## config.mk

```make
export PLATFORM = sky130hd
export DESIGN_NAME = pen_digitizer_event_decoder_top
export DESIGN_NICKNAME = d
export VERILOG_FILES = /design/src/sv/pdec_pkg.sv /design/src/sv/pdec_in_reg.sv /design/src/sv/pdec_state.sv /design/src/sv/pdec_out_reg.sv /design/src/sv/pen_digitizer_event_decoder_top.sv
export SDC_FILE = /design/constraint.sdc
export NUM_CORES = 1
export LEC_CHECK = 0
export CAP_MARGIN = 20
export CORE_ASPECT_RATIO = 0.6
export CORE_MARGIN = 3
export CORE_UTILIZATION = 45
export CTS_BUF_LIST = sky130_fd_sc_hd__clkbuf_16
export CTS_CLUSTER_DIAMETER = 30
export DETAILED_ROUTE_END_ITERATION = 8
export DONT_BUFFER_PORTS = 1
export PLACE_DENSITY_LB_ADDON = 0.1
export SLEW_MARGIN = 40
export SYNTH_ARGS = -nofsm -noshare
export SYNTH_HDL_FRONTEND = slang
export SYNTH_SLANG_ARGS = --single-unit
```

## constraint.sdc

```tcl
create_clock -name clk_i -period 8.3 [get_ports clk_i]
set_clock_uncertainty 0.2 [all_clocks]
set_input_delay 0.415 -clock clk_i [delete_from_list [all_inputs] [get_ports clk_i]]
set_output_delay 0.415 -clock clk_i [all_outputs]
set_load 0.05 [all_outputs]
```

## src/sv/pdec_pkg.sv

```systemverilog
// Shared types, field widths, event codes and scaling constants for the
// pen digitizer event decoder. No dependencies; every other file uses it.
`default_nettype none

package pdec_pkg;

  localparam int unsigned SCREEN_WIDTH  = 1404;
  localparam int unsigned SCREEN_HEIGHT = 1872;

  localparam int unsigned LONG_MAX_RAW     = 20967;
  localparam int unsigned SHORT_MAX_RAW    = 15725;
  localparam int unsigned PRESSURE_MAX_RAW = 4095;
  localparam int unsigned COORD_LIMIT      = 2047;

  localparam int unsigned TYPE_W   = 5;
  localparam int unsigned CODE_W   = 10;
  localparam int unsigned VALUE_W  = 32;
  localparam int unsigned LONG_W   = 15;
  localparam int unsigned SHORT_W  = 14;
  localparam int unsigned PRESS_W  = 12;
  localparam int unsigned COORD_W  = 11;
  localparam int unsigned RADIUS_W = 5;

  // Fixed-point reciprocal scaling: floor(x * M >> S) equals floor(x * N / D)
  // for every x up to D, since x * (M * D - N * 2^S) stays below 2^S.
  localparam int unsigned SCALE_X_SHIFT = 28;
  localparam int unsigned SCALE_Y_SHIFT = 29;
  localparam longint unsigned SCALE_X_MUL =
    ((longint'(SCREEN_WIDTH) << SCALE_X_SHIFT) + longint'(SHORT_MAX_RAW) - 1) /
    longint'(SHORT_MAX_RAW);
  localparam longint unsigned SCALE_Y_MUL =
    ((longint'(SCREEN_HEIGHT) << SCALE_Y_SHIFT) + longint'(LONG_MAX_RAW) - 1) /
    longint'(LONG_MAX_RAW);
  localparam int unsigned SCALE_X_W = $clog2(SCALE_X_MUL + 1);
  localparam int unsigned SCALE_Y_W = $clog2(SCALE_Y_MUL + 1);
  localparam int unsigned PROD_X_W  = SHORT_W + SCALE_X_W;
  localparam int unsigned PROD_Y_W  = LONG_W + SCALE_Y_W;
  localparam int unsigned QUOT_X_W  = PROD_X_W - SCALE_X_SHIFT;
  localparam int unsigned QUOT_Y_W  = PROD_Y_W - SCALE_Y_SHIFT;
  localparam int unsigned DIFF_W    = $clog2(SCREEN_HEIGHT + 1);

  typedef logic [LONG_W-1:0]   long_t;
  typedef logic [SHORT_W-1:0]  short_t;
  typedef logic [PRESS_W-1:0]  press_t;
  typedef logic [COORD_W-1:0]  coord_t;
  typedef logic [RADIUS_W-1:0] radius_t;
  typedef logic [PROD_X_W-1:0] prod_x_t;
  typedef logic [PROD_Y_W-1:0] prod_y_t;
  typedef logic [QUOT_X_W-1:0] quot_x_t;
  typedef logic [QUOT_Y_W-1:0] quot_y_t;
  typedef logic [DIFF_W-1:0]   diff_t;

  localparam logic [TYPE_W-1:0] EV_SYNC = 5'd0;
  localparam logic [TYPE_W-1:0] EV_KEY  = 5'd1;
  localparam logic [TYPE_W-1:0] EV_ABS  = 5'd3;

  localparam logic [CODE_W-1:0] AXIS_LONG       = 10'd0;
  localparam logic [CODE_W-1:0] AXIS_SHORT      = 10'd1;
  localparam logic [CODE_W-1:0] AXIS_PRESSURE   = 10'd24;
  localparam logic [CODE_W-1:0] KEY_TOOL_PEN    = 10'h140;
  localparam logic [CODE_W-1:0] KEY_TOOL_ERASER = 10'h141;
  localparam logic [CODE_W-1:0] KEY_TOUCH       = 10'h14a;

  localparam logic [RADIUS_W-1:0] RADIUS_ERASER = 5'd20;
  localparam logic [RADIUS_W-1:0] RADIUS_IDLE   = 5'd4;
  localparam logic [RADIUS_W-1:0] RADIUS_BASE   = 5'd2;

  typedef enum logic [1:0] {
    ACT_NONE    = 2'd0,
    ACT_PRESS   = 2'd1,
    ACT_MOVE    = 2'd2,
    ACT_RELEASE = 2'd3
  } action_e;

  typedef struct packed {
    logic [TYPE_W-1:0]         ev_type;
    logic [CODE_W-1:0]         code;
    logic signed [VALUE_W-1:0] value;
  } event_t;

  typedef struct packed {
    action_e  action;
    coord_t   pix_x;
    coord_t   pix_y;
    radius_t  brush_radius;
    logic     eraser_on;
    logic     pen_activity;
  } result_t;

endpackage

`default_nettype wire

```

## src/sv/pdec_in_reg.sv

```systemverilog
// Input register stage: captures one event word per accepted handshake.
// Depends on pdec_pkg for the event record type.
`default_nettype none

module pdec_in_reg (
  input  logic             clk_i,
  input  logic             rst_ni,
  input  logic             in_valid_i,
  output logic             in_ready_o,
  input  pdec_pkg::event_t in_event_i,
  input  logic             advance_i,
  output logic             valid_o,
  output pdec_pkg::event_t event_o
);

  logic             valid_q, valid_d;
  pdec_pkg::event_t event_q;

  assign in_ready_o = !valid_q || advance_i;
  assign valid_d    = in_ready_o ? in_valid_i : valid_q;

  always_ff @(posedge clk_i or negedge rst_ni) begin
    if (!rst_ni) begin
      valid_q <= 1'b0;
    end else begin
      valid_q <= valid_d;
    end
  end

  always_ff @(posedge clk_i) begin
    if (in_valid_i && in_ready_o) begin
      event_q <= in_event_i;
    end
  end

  assign valid_o = valid_q;
  assign event_o = event_q;

endmodule

`default_nettype wire

```

## src/sv/pdec_state.sv

```systemverilog
// Pen state registers, event decode, coordinate scaling and brush radius.
// Depends on pdec_pkg for codes, scaling constants and record types.
`default_nettype none

module pdec_state (
  input  logic              clk_i,
  input  logic              rst_ni,
  input  logic              cfg_valid_i,
  input  logic              cfg_data_i,
  input  logic              fire_i,
  input  pdec_pkg::event_t  event_i,
  output pdec_pkg::result_t result_o
);

  function automatic pdec_pkg::long_t clamp_raw(input logic signed [31:0] v,
                                                input pdec_pkg::long_t hi);
    if (v < 0) begin
      return '0;
    end else if (v > $signed({17'b0, hi})) begin
      return hi;
    end
    return v[pdec_pkg::LONG_W-1:0];
  endfunction

  logic              dir_en_q;
  pdec_pkg::long_t   raw_long_q, raw_long_d;
  pdec_pkg::short_t  raw_short_q, raw_short_d;
  pdec_pkg::press_t  raw_press_q, raw_press_d;
  logic              eraser_q, eraser_d;
  logic              touch_now_q, touch_now_d;
  logic              touch_before_q, touch_before_d;

  pdec_pkg::prod_x_t prod_x;
  pdec_pkg::prod_y_t prod_y;
  pdec_pkg::quot_x_t quot_x;
  pdec_pkg::quot_y_t quot_y;
  pdec_pkg::diff_t   diff_y;
  pdec_pkg::coord_t  sat_x, sat_y;
  logic [14:0]       press_x5;
  logic              sync_en;
  logic              activity;
  pdec_pkg::action_e action;
  pdec_pkg::long_t   clamped;

  always_ff @(posedge clk_i or negedge rst_ni) begin
    if (!rst_ni) begin
      dir_en_q <= 1'b1;
    end else if (cfg_valid_i) begin
      dir_en_q <= cfg_data_i;
    end
  end

  always_ff @(posedge clk_i or negedge rst_ni) begin
    if (!rst_ni) begin
      raw_long_q     <= '0;
      raw_short_q    <= '0;
      raw_press_q    <= '0;
      eraser_q       <= 1'b0;
      touch_now_q    <= 1'b0;
      touch_before_q <= 1'b0;
    end else if (fire_i) begin
      raw_long_q     <= raw_long_d;
      raw_short_q    <= raw_short_d;
      raw_press_q    <= raw_press_d;
      eraser_q       <= eraser_d;
      touch_now_q    <= touch_now_d;
      touch_before_q <= touch_before_d;
    end
  end

  // Scale to screen pixels; the vertical coordinate runs against the long axis.
  assign prod_x = pdec_pkg::prod_x_t'(raw_short_q) * pdec_pkg::prod_x_t'(pdec_pkg::SCALE_X_MUL);
  assign prod_y = pdec_pkg::prod_y_t'(raw_long_q) * pdec_pkg::prod_y_t'(pdec_pkg::SCALE_Y_MUL);
  assign quot_x = prod_x[pdec_pkg::PROD_X_W-1:pdec_pkg::SCALE_X_SHIFT];
  assign quot_y = prod_y[pdec_pkg::PROD_Y_W-1:pdec_pkg::SCALE_Y_SHIFT];
  assign diff_y = pdec_pkg::diff_t'(pdec_pkg::SCREEN_HEIGHT) - pdec_pkg::diff_t'(quot_y);
  assign sat_x  = (32'(quot_x) > pdec_pkg::COORD_LIMIT) ?
                  pdec_pkg::coord_t'(pdec_pkg::COORD_LIMIT) : pdec_pkg::coord_t'(quot_x);
  assign sat_y  = (32'(diff_y) > pdec_pkg::COORD_LIMIT) ?
                  pdec_pkg::coord_t'(pdec_pkg::COORD_LIMIT) : pdec_pkg::coord_t'(diff_y);

  always_comb begin
    raw_long_d     = raw_long_q;
    raw_short_d    = raw_short_q;
    raw_press_d    = raw_press_q;
    eraser_d       = eraser_q;
    touch_now_d    = touch_now_q;
    touch_before_d = touch_before_q;
    sync_en        = 1'b0;
    activity       = 1'b0;
    action         = pdec_pkg::ACT_NONE;
    clamped        = '0;
    unique case (event_i.ev_type)
      pdec_pkg::EV_ABS: begin
        unique case (event_i.code)
          pdec_pkg::AXIS_LONG: begin
            raw_long_d = clamp_raw(event_i.value, pdec_pkg::long_t'(pdec_pkg::LONG_MAX_RAW));
          end
          pdec_pkg::AXIS_SHORT: begin
            clamped     = clamp_raw(event_i.value, pdec_pkg::long_t'(pdec_pkg::SHORT_MAX_RAW));
            raw_short_d = pdec_pkg::short_t'(clamped);
          end
          pdec_pkg::AXIS_PRESSURE: begin
            clamped     = clamp_raw(event_i.value,
                                    pdec_pkg::long_t'(pdec_pkg::PRESSURE_MAX_RAW));
            raw_press_d = pdec_pkg::press_t'(clamped);
          end
          default: ;
        endcase
      end
      pdec_pkg::EV_KEY: begin
        unique case (event_i.code)
          pdec_pkg::KEY_TOOL_PEN: begin
            activity = 1'b1;
          end
          pdec_pkg::KEY_TOOL_ERASER: begin
            eraser_d = (event_i.value != '0);
            activity = 1'b1;
          end
          pdec_pkg::KEY_TOUCH: begin
            touch_now_d = (event_i.value != '0);
          end
          default: ;
        endcase
      end
      pdec_pkg::EV_SYNC: begin
        activity = 1'b1;
        if (dir_en_q) begin
          sync_en        = 1'b1;
          touch_before_d = touch_now_q;
          if (touch_now_q && !touch_before_q) begin
            action = pdec_pkg::ACT_PRESS;
          end else if (touch_now_q) begin
            action = pdec_pkg::ACT_MOVE;
          end else if (touch_before_q) begin
            action = pdec_pkg::ACT_RELEASE;
          end
        end
      end
      default: ;
    endcase
  end

  assign press_x5 = {3'b000, raw_press_d} + {1'b0, raw_press_d, 2'b00};

  always_comb begin
    result_o.action       = action;
    result_o.pix_x        = sync_en ? sat_x : '0;
    result_o.pix_y        = sync_en ? sat_y : '0;
    result_o.eraser_on    = eraser_d;
    result_o.pen_activity = activity;
    if (eraser_d) begin
      result_o.brush_radius = pdec_pkg::RADIUS_ERASER;
    end else if (raw_press_d != '0) begin
      result_o.brush_radius = pdec_pkg::RADIUS_BASE + {2'b00, press_x5[14:12]};
    end else begin
      result_o.brush_radius = pdec_pkg::RADIUS_IDLE;
    end
  end

endmodule

`default_nettype wire

```

## src/sv/pdec_out_reg.sv

```systemverilog
// Result register stage: holds one result word until the receiver takes it.
// Depends on pdec_pkg for the result record type.
`default_nettype none

module pdec_out_reg (
  input  logic              clk_i,
  input  logic              rst_ni,
  input  logic              in_valid_i,
  input  pdec_pkg::result_t result_i,
  input  logic              out_ready_i,
  output logic              advance_o,
  output logic              out_valid_o,
  output pdec_pkg::result_t result_o
);

  logic              valid_q, valid_d;
  pdec_pkg::result_t result_q;

  assign advance_o = !valid_q || out_ready_i;
  assign valid_d   = advance_o ? in_valid_i : valid_q;

  always_ff @(posedge clk_i or negedge rst_ni) begin
    if (!rst_ni) begin
      valid_q <= 1'b0;
    end else begin
      valid_q <= valid_d;
    end
  end

  always_ff @(posedge clk_i) begin
    if (in_valid_i && advance_o) begin
      result_q <= result_i;
    end
  end

  assign out_valid_o = valid_q;
  assign result_o    = result_q;

endmodule

`default_nettype wire

```

## src/sv/pen_digitizer_event_decoder_top.sv

```systemverilog
// Top level of the pen digitizer event decoder: input register, state and
// decode logic, result register. Depends on pdec_pkg and the pdec_* modules.
//
// Usage:
//   s_axis carries one input event word per handshake: tuser holds the event
//   type, tdata the code and the signed value. m_axis returns exactly one
//   result word per event: tuser holds the stroke action, tdata the screen
//   coordinates, brush radius, eraser flag and pen-activity flag.
//   cfg_valid_i/cfg_data_i write direct_enable; cfg_ready_o is always high.
//   Path: a word accepted on s_axis passes the input register, then the
//   result register, before it is presented on m_axis.
//   Throughput: one word per cycle while m_axis_tready is high; scaling uses
//   one 14x25 and one 15x26 multiplier between the two registers.
//   Reset clears the pen state to zero and sets direct_enable to 1; both
//   pipeline stages come up empty.
//   When m_axis_tready is low the result word holds, the input stage takes one
//   more word only if it is empty, and s_axis_tready then drops until the result moves.
`default_nettype none

module pen_digitizer_event_decoder_top (
  input  logic        clk_i,
  input  logic        rst_ni,
  input  logic        s_axis_tvalid,
  output logic        s_axis_tready,
  input  logic [47:0] s_axis_tdata,  // event_code[9:0], event_value[41:10], zero pad
  input  logic [4:0]  s_axis_tuser,  // event_type[4:0]
  output logic        m_axis_tvalid,
  input  logic        m_axis_tready,
  output logic [31:0] m_axis_tdata,  // pix_x[10:0], pix_y[21:11],
                                     // brush_radius[26:22], eraser_on[27],
                                     // pen_activity[28], zero pad
  output logic [1:0]  m_axis_tuser,  // action[1:0]
  input  logic        cfg_valid_i,
  output logic        cfg_ready_o,
  input  logic        cfg_data_i
);

  pdec_pkg::event_t  in_event;
  pdec_pkg::event_t  stage_event;
  pdec_pkg::result_t stage_result;
  pdec_pkg::result_t out_result;
  logic              stage_valid;
  logic              advance;
  logic              fire;

  assign cfg_ready_o = 1'b1;

  assign in_event.ev_type = s_axis_tuser;
  assign in_event.code    = s_axis_tdata[9:0];
  assign in_event.value   = s_axis_tdata[41:10];

  pdec_in_reg u_in_reg (
    .clk_i      (clk_i),
    .rst_ni     (rst_ni),
    .in_valid_i (s_axis_tvalid),
    .in_ready_o (s_axis_tready),
    .in_event_i (in_event),
    .advance_i  (advance),
    .valid_o    (stage_valid),
    .event_o    (stage_event)
  );

  assign fire = stage_valid && advance;

  pdec_state u_state (
    .clk_i       (clk_i),
    .rst_ni      (rst_ni),
    .cfg_valid_i (cfg_valid_i),
    .cfg_data_i  (cfg_data_i),
    .fire_i      (fire),
    .event_i     (stage_event),
    .result_o    (stage_result)
  );

  pdec_out_reg u_out_reg (
    .clk_i       (clk_i),
    .rst_ni      (rst_ni),
    .in_valid_i  (stage_valid),
    .result_i    (stage_result),
    .out_ready_i (m_axis_tready),
    .advance_o   (advance),
    .out_valid_o (m_axis_tvalid),
    .result_o    (out_result)
  );

  assign m_axis_tuser = out_result.action;
  assign m_axis_tdata = {3'b000, out_result.pen_activity, out_result.eraser_on,
                         out_result.brush_radius, out_result.pix_y,
                         out_result.pix_x};

  a_non_sync_no_action: assert property (@(posedge clk_i) disable iff (!rst_ni)
    fire && (stage_event.ev_type != pdec_pkg::EV_SYNC) |=>
      m_axis_tvalid && (m_axis_tuser == pdec_pkg::ACT_NONE))
    else $error("non-sync event produced a stroke action");

  a_sync_activity: assert property (@(posedge clk_i) disable iff (!rst_ni)
    fire && (stage_event.ev_type == pdec_pkg::EV_SYNC) |=> m_axis_tvalid && m_axis_tdata[28])
    else $error("sync event did not flag pen activity");

  a_radius_range: assert property (@(posedge clk_i) disable iff (!rst_ni)
    m_axis_tvalid |-> (m_axis_tdata[26:22] >= 5'd2) && (m_axis_tdata[26:22] <= 5'd20))
    else $error("brush radius out of range");

  a_empty_out_accepts: assert property (@(posedge clk_i) disable iff (!rst_ni)
    !m_axis_tvalid |-> s_axis_tready)
    else $error("input stalled while result register empty");

endmodule

`default_nettype wire
```

Word level (Yosys, flattened, before mapping)

Cells that the tools add are included.

Mux-type cells: 33
Reductions and logical operators: 20
Order comparisons: 4
Add/sub/neg operators: 3
Multipliers: 2
Bitwise logic cells: 3
Equal/unequal tests: 7

Operator list:

| operator                                                         | count |
|---|---|
| 2-to-1 mux 12 bit                                                | 5 |
| 2-to-1 mux 15 bit                                                | 3 |
| 2-to-1 mux 14 bit                                                | 3 |
| multiplier 14 x 25 -> 39 bit (second input constant)             | 1 |
| multiplier 15 x 24 -> 38 bit (second input constant)             | 1 |
| greater-than comparator 32 x 13 -> 1 bit (second input constant) | 1 |
| greater-than comparator 32 x 15 -> 1 bit (second input constant) | 1 |
| greater-than comparator 32 x 16 -> 1 bit (second input constant) | 1 |
| < comparator 32 x 1 -> 1 bit (second input constant)             | 1 |
| nonzero test 32 bit                                              | 1 |
| == test 10 x 9 -> 1 bit (second input constant)                  | 3 |
| 2-to-1 mux 1 bit                                                 | 18 |
| adder 12 x 14 -> 15 bit                                          | 1 |
| AND reduction 3 bit                                              | 4 |
| nonzero test 12 bit                                              | 1 |
| subtractor 11 bit (first input constant)                         | 1 |
| == test 10 x 1 -> 1 bit (second input constant)                  | 1 |
| == test 10 x 5 -> 1 bit (second input constant)                  | 1 |
| logical NOT 10 bit                                               | 1 |
| == test 5 x 1 -> 1 bit (second input constant)                   | 1 |
| == test 5 x 2 -> 1 bit (second input constant)                   | 1 |
| logical NOT 5 bit                                                | 1 |
| 2-to-1 mux 5 bit                                                 | 1 |
| adder 2 x 3 -> 4 bit (first input constant)                      | 1 |
| 9 further kinds                                                  | 18 |

Flip-flop bits (word level): 125
Logic and storage cells: 92

Logic depth before layout (Yosys ltp)

Depth in word-level cells: 11
Mapped depth: 27
Mapped depth without buffers: 27

Modules after synthesis

A second synthesis with hierarchy kept.

Cell total of the unflattened synthesis: 1516
Area total of the unflattened synthesis: 16051.6 sq um

Modules (own cells, without submodules):

| module                          | area each (sq um) | seq. area each (sq um) | times used | cells each |
|---|---|---|---|---|
| pdec_state                      | 13558.0           | 1127.3                 | 1          | 1423 |
| pdec_in_reg                     | 1465.2            | 1436.4                 | 1          | 51 |
| pdec_out_reg                    | 984.7             | 955.9                  | 1          | 35 |
| pen_digitizer_event_decoder_top | 43.8              | 0.0                    | 1          | 7 |

Worst setup path before layout

Ideal clock, no wire load.

Path kind: register to register
From: reg u_state.raw_long_q[12]
To: reg u_out_reg.result_q, in the netlist u_out_reg.result_o[17], data pin
Path buffers: 0
Slack: 1.795 ns
Period minus slack after synthesis: 6.505 ns
Required time: 7.840 ns
Cell stages (with the launch flop): 26
Arrival time: 6.045 ns
Path through: dfrtp_1 > fa_1 > inv_1 > fa_1 > inv_1 > fa_1 > inv_1 > fa_1 > inv_1 > fa_1 > fa_1 > ha_1 > a21oi_1 > a211oi_1 > o21ai_0 > o31ai_1 > a21oi_1 > xnor2_1 > inv_1 > ha_1 > o21ai_0 > a21oi_2 > or3_4 > a31oi_4 > nand3_1 > nor3b_2

Word-level cells in the longest chain between the ends: 2

RTL lines:

| what                         | line               | RTL |
|---|---|---|
| from (decl)                  | pdec_state.sv:26   | `pdec_pkg::long_t raw_long_q, raw_long_d;` |
| from (signal assigned)       | pdec_state.sv:62   | `raw_long_q <= raw_long_d;` |
| multiplier 15 x 24 -> 38 bit | pdec_state.sv:73   | `assign prod_y = pdec_pkg::prod_y_t'(raw_long_q) * pdec_pkg::prod_y_t'(pdec_pkg::SCALE_Y_MUL);` |
| subtractor 11 bit            | pdec_state.sv:76   | `assign diff_y = pdec_pkg::diff_t'(pdec_pkg::SCREEN_HEIGHT) - pdec_pkg::diff_t'(quot_y);` |
| to (signal assigned)         | pdec_out_reg.sv:32 | `result_q <= result_i;` |
| to (decl)                    | pdec_out_reg.sv:17 | `pdec_pkg::result_t result_q;` |

No other way between the ends.
A chain may end at the register's enable or synchronous reset.

Worst setup path in the final report

Same ends and word-level chain as after synthesis.

==> impl_metrics.env <==
export IMPL_vias=10500
export IMPL_cts_hold_buf=53
export IMPL_tightestPinTransition_ns=0.777
export IMPL_io_buffers=0
export IMPL_drive_gt1_share_pct=4.72
export IMPL_syn_cell_area_um2=15800
export IMPL_layout_common_cells="inv_1, ha_1, fa_1"
export IMPL_avgRoutedWirePerCell_um=18.8
export IMPL_async_flop_share_pct=37.6
export IMPL_grt_pass1_wl_mm=60.8
export IMPL_synth_top_cell_area_share_pct=29.8
export IMPL_fin_ws_ns=0.561
export IMPL_grt_busiest_layer="met1"
export IMPL_slowest_stage="o21ai_0"
export IMPL_met1_usage_pct=36.8
export IMPL_clk_pin_slew_ns=0.06
export IMPL_layout_commonest_cell="inv_1"
export IMPL_root_buffer="clkbuf_16"
export IMPL_routed_via_density=5.16
export IMPL_vdd_drop_max_mv=0.152
export IMPL_core_um2=34200
export IMPL_gr_usage_all_layers_pct=21.8
export IMPL_syn_area_per_cell_um2=10.6
export IMPL_post_cts_buffers=0
export IMPL_max_stage_delay_ns=0.64
export IMPL_hpwl_mm=32.3
export IMPL_io_pins=96
export IMPL_yosys_register_bits=125
export IMPL_grt_max_degree=48
export IMPL_relSlewSlack_pct=47.6
export IMPL_cts_buffers=17
export IMPL_dieWidth_um=248
export IMPL_synth_top_area_cell="fa_1"
export IMPL_required_ns=8.26
export IMPL_grt_pass1_vias=10600
export IMPL_fin_tns_setup_ns=0
export IMPL_path_max_fanout=6
export IMPL_clk_path_buf_depth=2
export IMPL_ant_nets=0
export IMPL_finalMaxSlewViolations=0
export IMPL_synth_main_ff_cell="edfxtp_1"
export IMPL_worstPathArrival_ns=7.70
export IMPL_p_total_mw=1.65
export IMPL_syn_inst=1495
export IMPL_first_pass_iters=5
export IMPL_dpl_worst_slack_ns=0.784
export IMPL_seq_area_frac_synth_pct=22.3
export IMPL_cts_resized_gates=0
export IMPL_period_minus_slack_ns=7.74
export IMPL_met2_usage_pct=26.4
export IMPL_syn2layout_area_growth_pct=10.7
export IMPL_finalHoldViolations=0
export IMPL_crit_type="reg -> reg"
export IMPL_globalplace_congestion=0.881
export IMPL_setup_viol=0
export IMPL_tritoncts="yes"
export IMPL_synthDistinctLibCells=81
export IMPL_antenna_found_initial=6
export IMPL_status="finished clean"
export IMPL_rsz0062_at_grt="no"
export IMPL_die_h_um=151
export IMPL_dieArea_um2=37500
export IMPL_htreeDepth=4
export IMPL_initial_core_util_pct=46.3
export IMPL_cts_sinks=125
export IMPL_synth_edf_count=78
export IMPL_startpoint_type="register"
export IMPL_nets=2102
export IMPL_max_cap_viol_count=0
export IMPL_drc_errors=0
export IMPL_yosys_top_cells_area="fa_1, ha_1, edfxtp_1, inv_1, dfrtp_1"
export IMPL_fmax_mhz=129
export IMPL_period_share_pct=93.2
export IMPL_grt_met3_usage_pct=7.15
export IMPL_fillers=3101
export IMPL_rows=52
export IMPL_drtIter0Drc=608
export IMPL_ys_warn_count=0
export IMPL_clkLatencyLatePin_ns=0.44
export IMPL_crit_path_end_kind="register"
export IMPL_critPathMostFrequentCell="fa_1"
export IMPL_p_per_area_nw_per_um2=94.1
export IMPL_hold_class="reg -> reg"
export IMPL_overflow=0
export IMPL_p_leak_nw=9.05
export IMPL_wirelength_mm=38.2
layout make-up:
class / instances / area (um^2) / share of cell area, %
inverter: 363 / 1360 / 7.79
antenna: 2 / 5.00 / 0.0286
multi-input combinational: 990 / 10900 / 62.1
tap: 459 / 574 / 3.28
clock buffer: 17 / 425 / 2.43
clock inverter: 15 / 164 / 0.937
sequential: 125 / 3520 / 20.1
timing repair buffer: 57 / 578 / 3.30
through the flow:
stage,util [%],hold WS [ns],cell area (um^2),instances
floorplan,-,-0.0806,15800,1497
global placement,47.8,-0.0780,16300,1940
detailed placement,47.9,-0.0782,16300,1940
CTS,51.2,0.279,17500,2025
global route,51.2,0.299,17500,2028
finish,51.2,0.277,17500,2028
where the power goes:
group          internal [mW]  switching, mW
Sequential             0.696         0.0554
Combinational         0.0515         0.0764
Clock                  0.447          0.319
Total                   1.19          0.451
logic make-up (layout without fill, tap and decap cells):
family                   count (synthesis)  count (layout)  synth area share (%)
multiplexers                             7               7                 0.491
AND/OR/NAND/NOR                        250             250                  7.83
AO/OA/AOI/OAI                          209             209                  8.59
adder cells (fa/ha/maj)                489             489                  49.8
flip-flops                             125             125                  22.3
buffers and inverters                  382             452                  9.17
other                                    2               6                0.0475
XOR/XNOR                                31              31                  1.76
registers in the layout (all words and copies together) (netlist names):
name and cells:
u_state.raw_long_q 15, u_out_reg.out_valid_o 1, u_state.touch_before_q 1, u_state.dir_en_q 1, u_out_reg.result_o 31, u_in_reg.event_o 47, u_state.eraser_q 1, u_state.raw_press_q 12
u_in_reg.valid_o 1, u_state.raw_short_q 14, u_state.touch_now_q 1
routing by layer:
| layer | vias to the layer above | wire length (um) |
|---|---|---|
| li1 | 4999 | - |
| met1 | 5152 | 21100 |
| met2 | 298 | 13600 |
| met3 | 22 | 3230 |
| met4 | 0 | 228 |
| met5 | - | 0 |
path summary, 6_finish.rpt:
check                      cells past startpoint                                from  slack, ns                                   end
setup / recovery                              25  u_state.raw_long_q[12]$_DFFE_PN0P_       0.56  u_out_reg.result_o[17]$_SDFFCE_PN0P_
hold / removal                                 2        u_state.eraser_q$_DFFE_PN0P_       0.28          u_state.eraser_q$_DFFE_PN0P_
setup reg to reg                              25  u_state.raw_long_q[12]$_DFFE_PN0P_       0.56  u_out_reg.result_o[17]$_SDFFCE_PN0P_
hold reg to reg                                2        u_state.eraser_q$_DFFE_PN0P_       0.28          u_state.eraser_q$_DFFE_PN0P_
max in group asynchronous                      2                              rst_ni       7.34          u_state.dir_en_q$_DFFE_PN1P_
min in group asynchronous                      2                              rst_ni       0.29    u_state.raw_press_q[8]$_DFFE_PN0P_
synthesized netlist by cell type, drive strengths merged (2+ instances only):
| library cell | instances |
|---|---|
| or4 | 4 |
| nor2b | 8 |
| edfxtp | 78 |
| nor2 | 64 |
| nand2b | 7 |
| xor2 | 14 |
| nand2 | 76 |
| a21oi | 83 |
| and3 | 7 |
| mux2 | 6 |
| a2111oi | 4 |
| o21ai | 40 |
| ha | 254 |
| nand4 | 9 |
| conb | 2 |
| o31a | 3 |
| and2 | 6 |
| fa | 235 |
| nand3 | 28 |
| and4 | 2 |
| a21o | 16 |
| nor4 | 10 |
| a21boi | 2 |
| o2111ai | 2 |
| clkbuf | 13 |
| o22ai | 4 |
| o311ai | 2 |
| nor3b | 4 |
| nor3 | 13 |
| xnor2 | 17 |
| or2 | 2 |
| o21bai | 3 |
| a211oi | 11 |
| inv | 363 |
| dfrtp | 46 |
| o31ai | 4 |
| o211ai | 5 |
| a31oi | 9 |
| or3 | 6 |
| o21a | 8 |
| buf | 6 |
critical path: cells and delay by family (launching register included):
kind / cells / cell delay (ns)
buf+inv: 5 / 0.29
flops: 1 / 0.49
simple gates: 3 / 0.63
compound gates: 8 / 1.95
fa+ha+maj: 8 / 3.65
xor+xnor: 1 / 0.23
No activity file was read; power rests on OpenSTA's default activity.
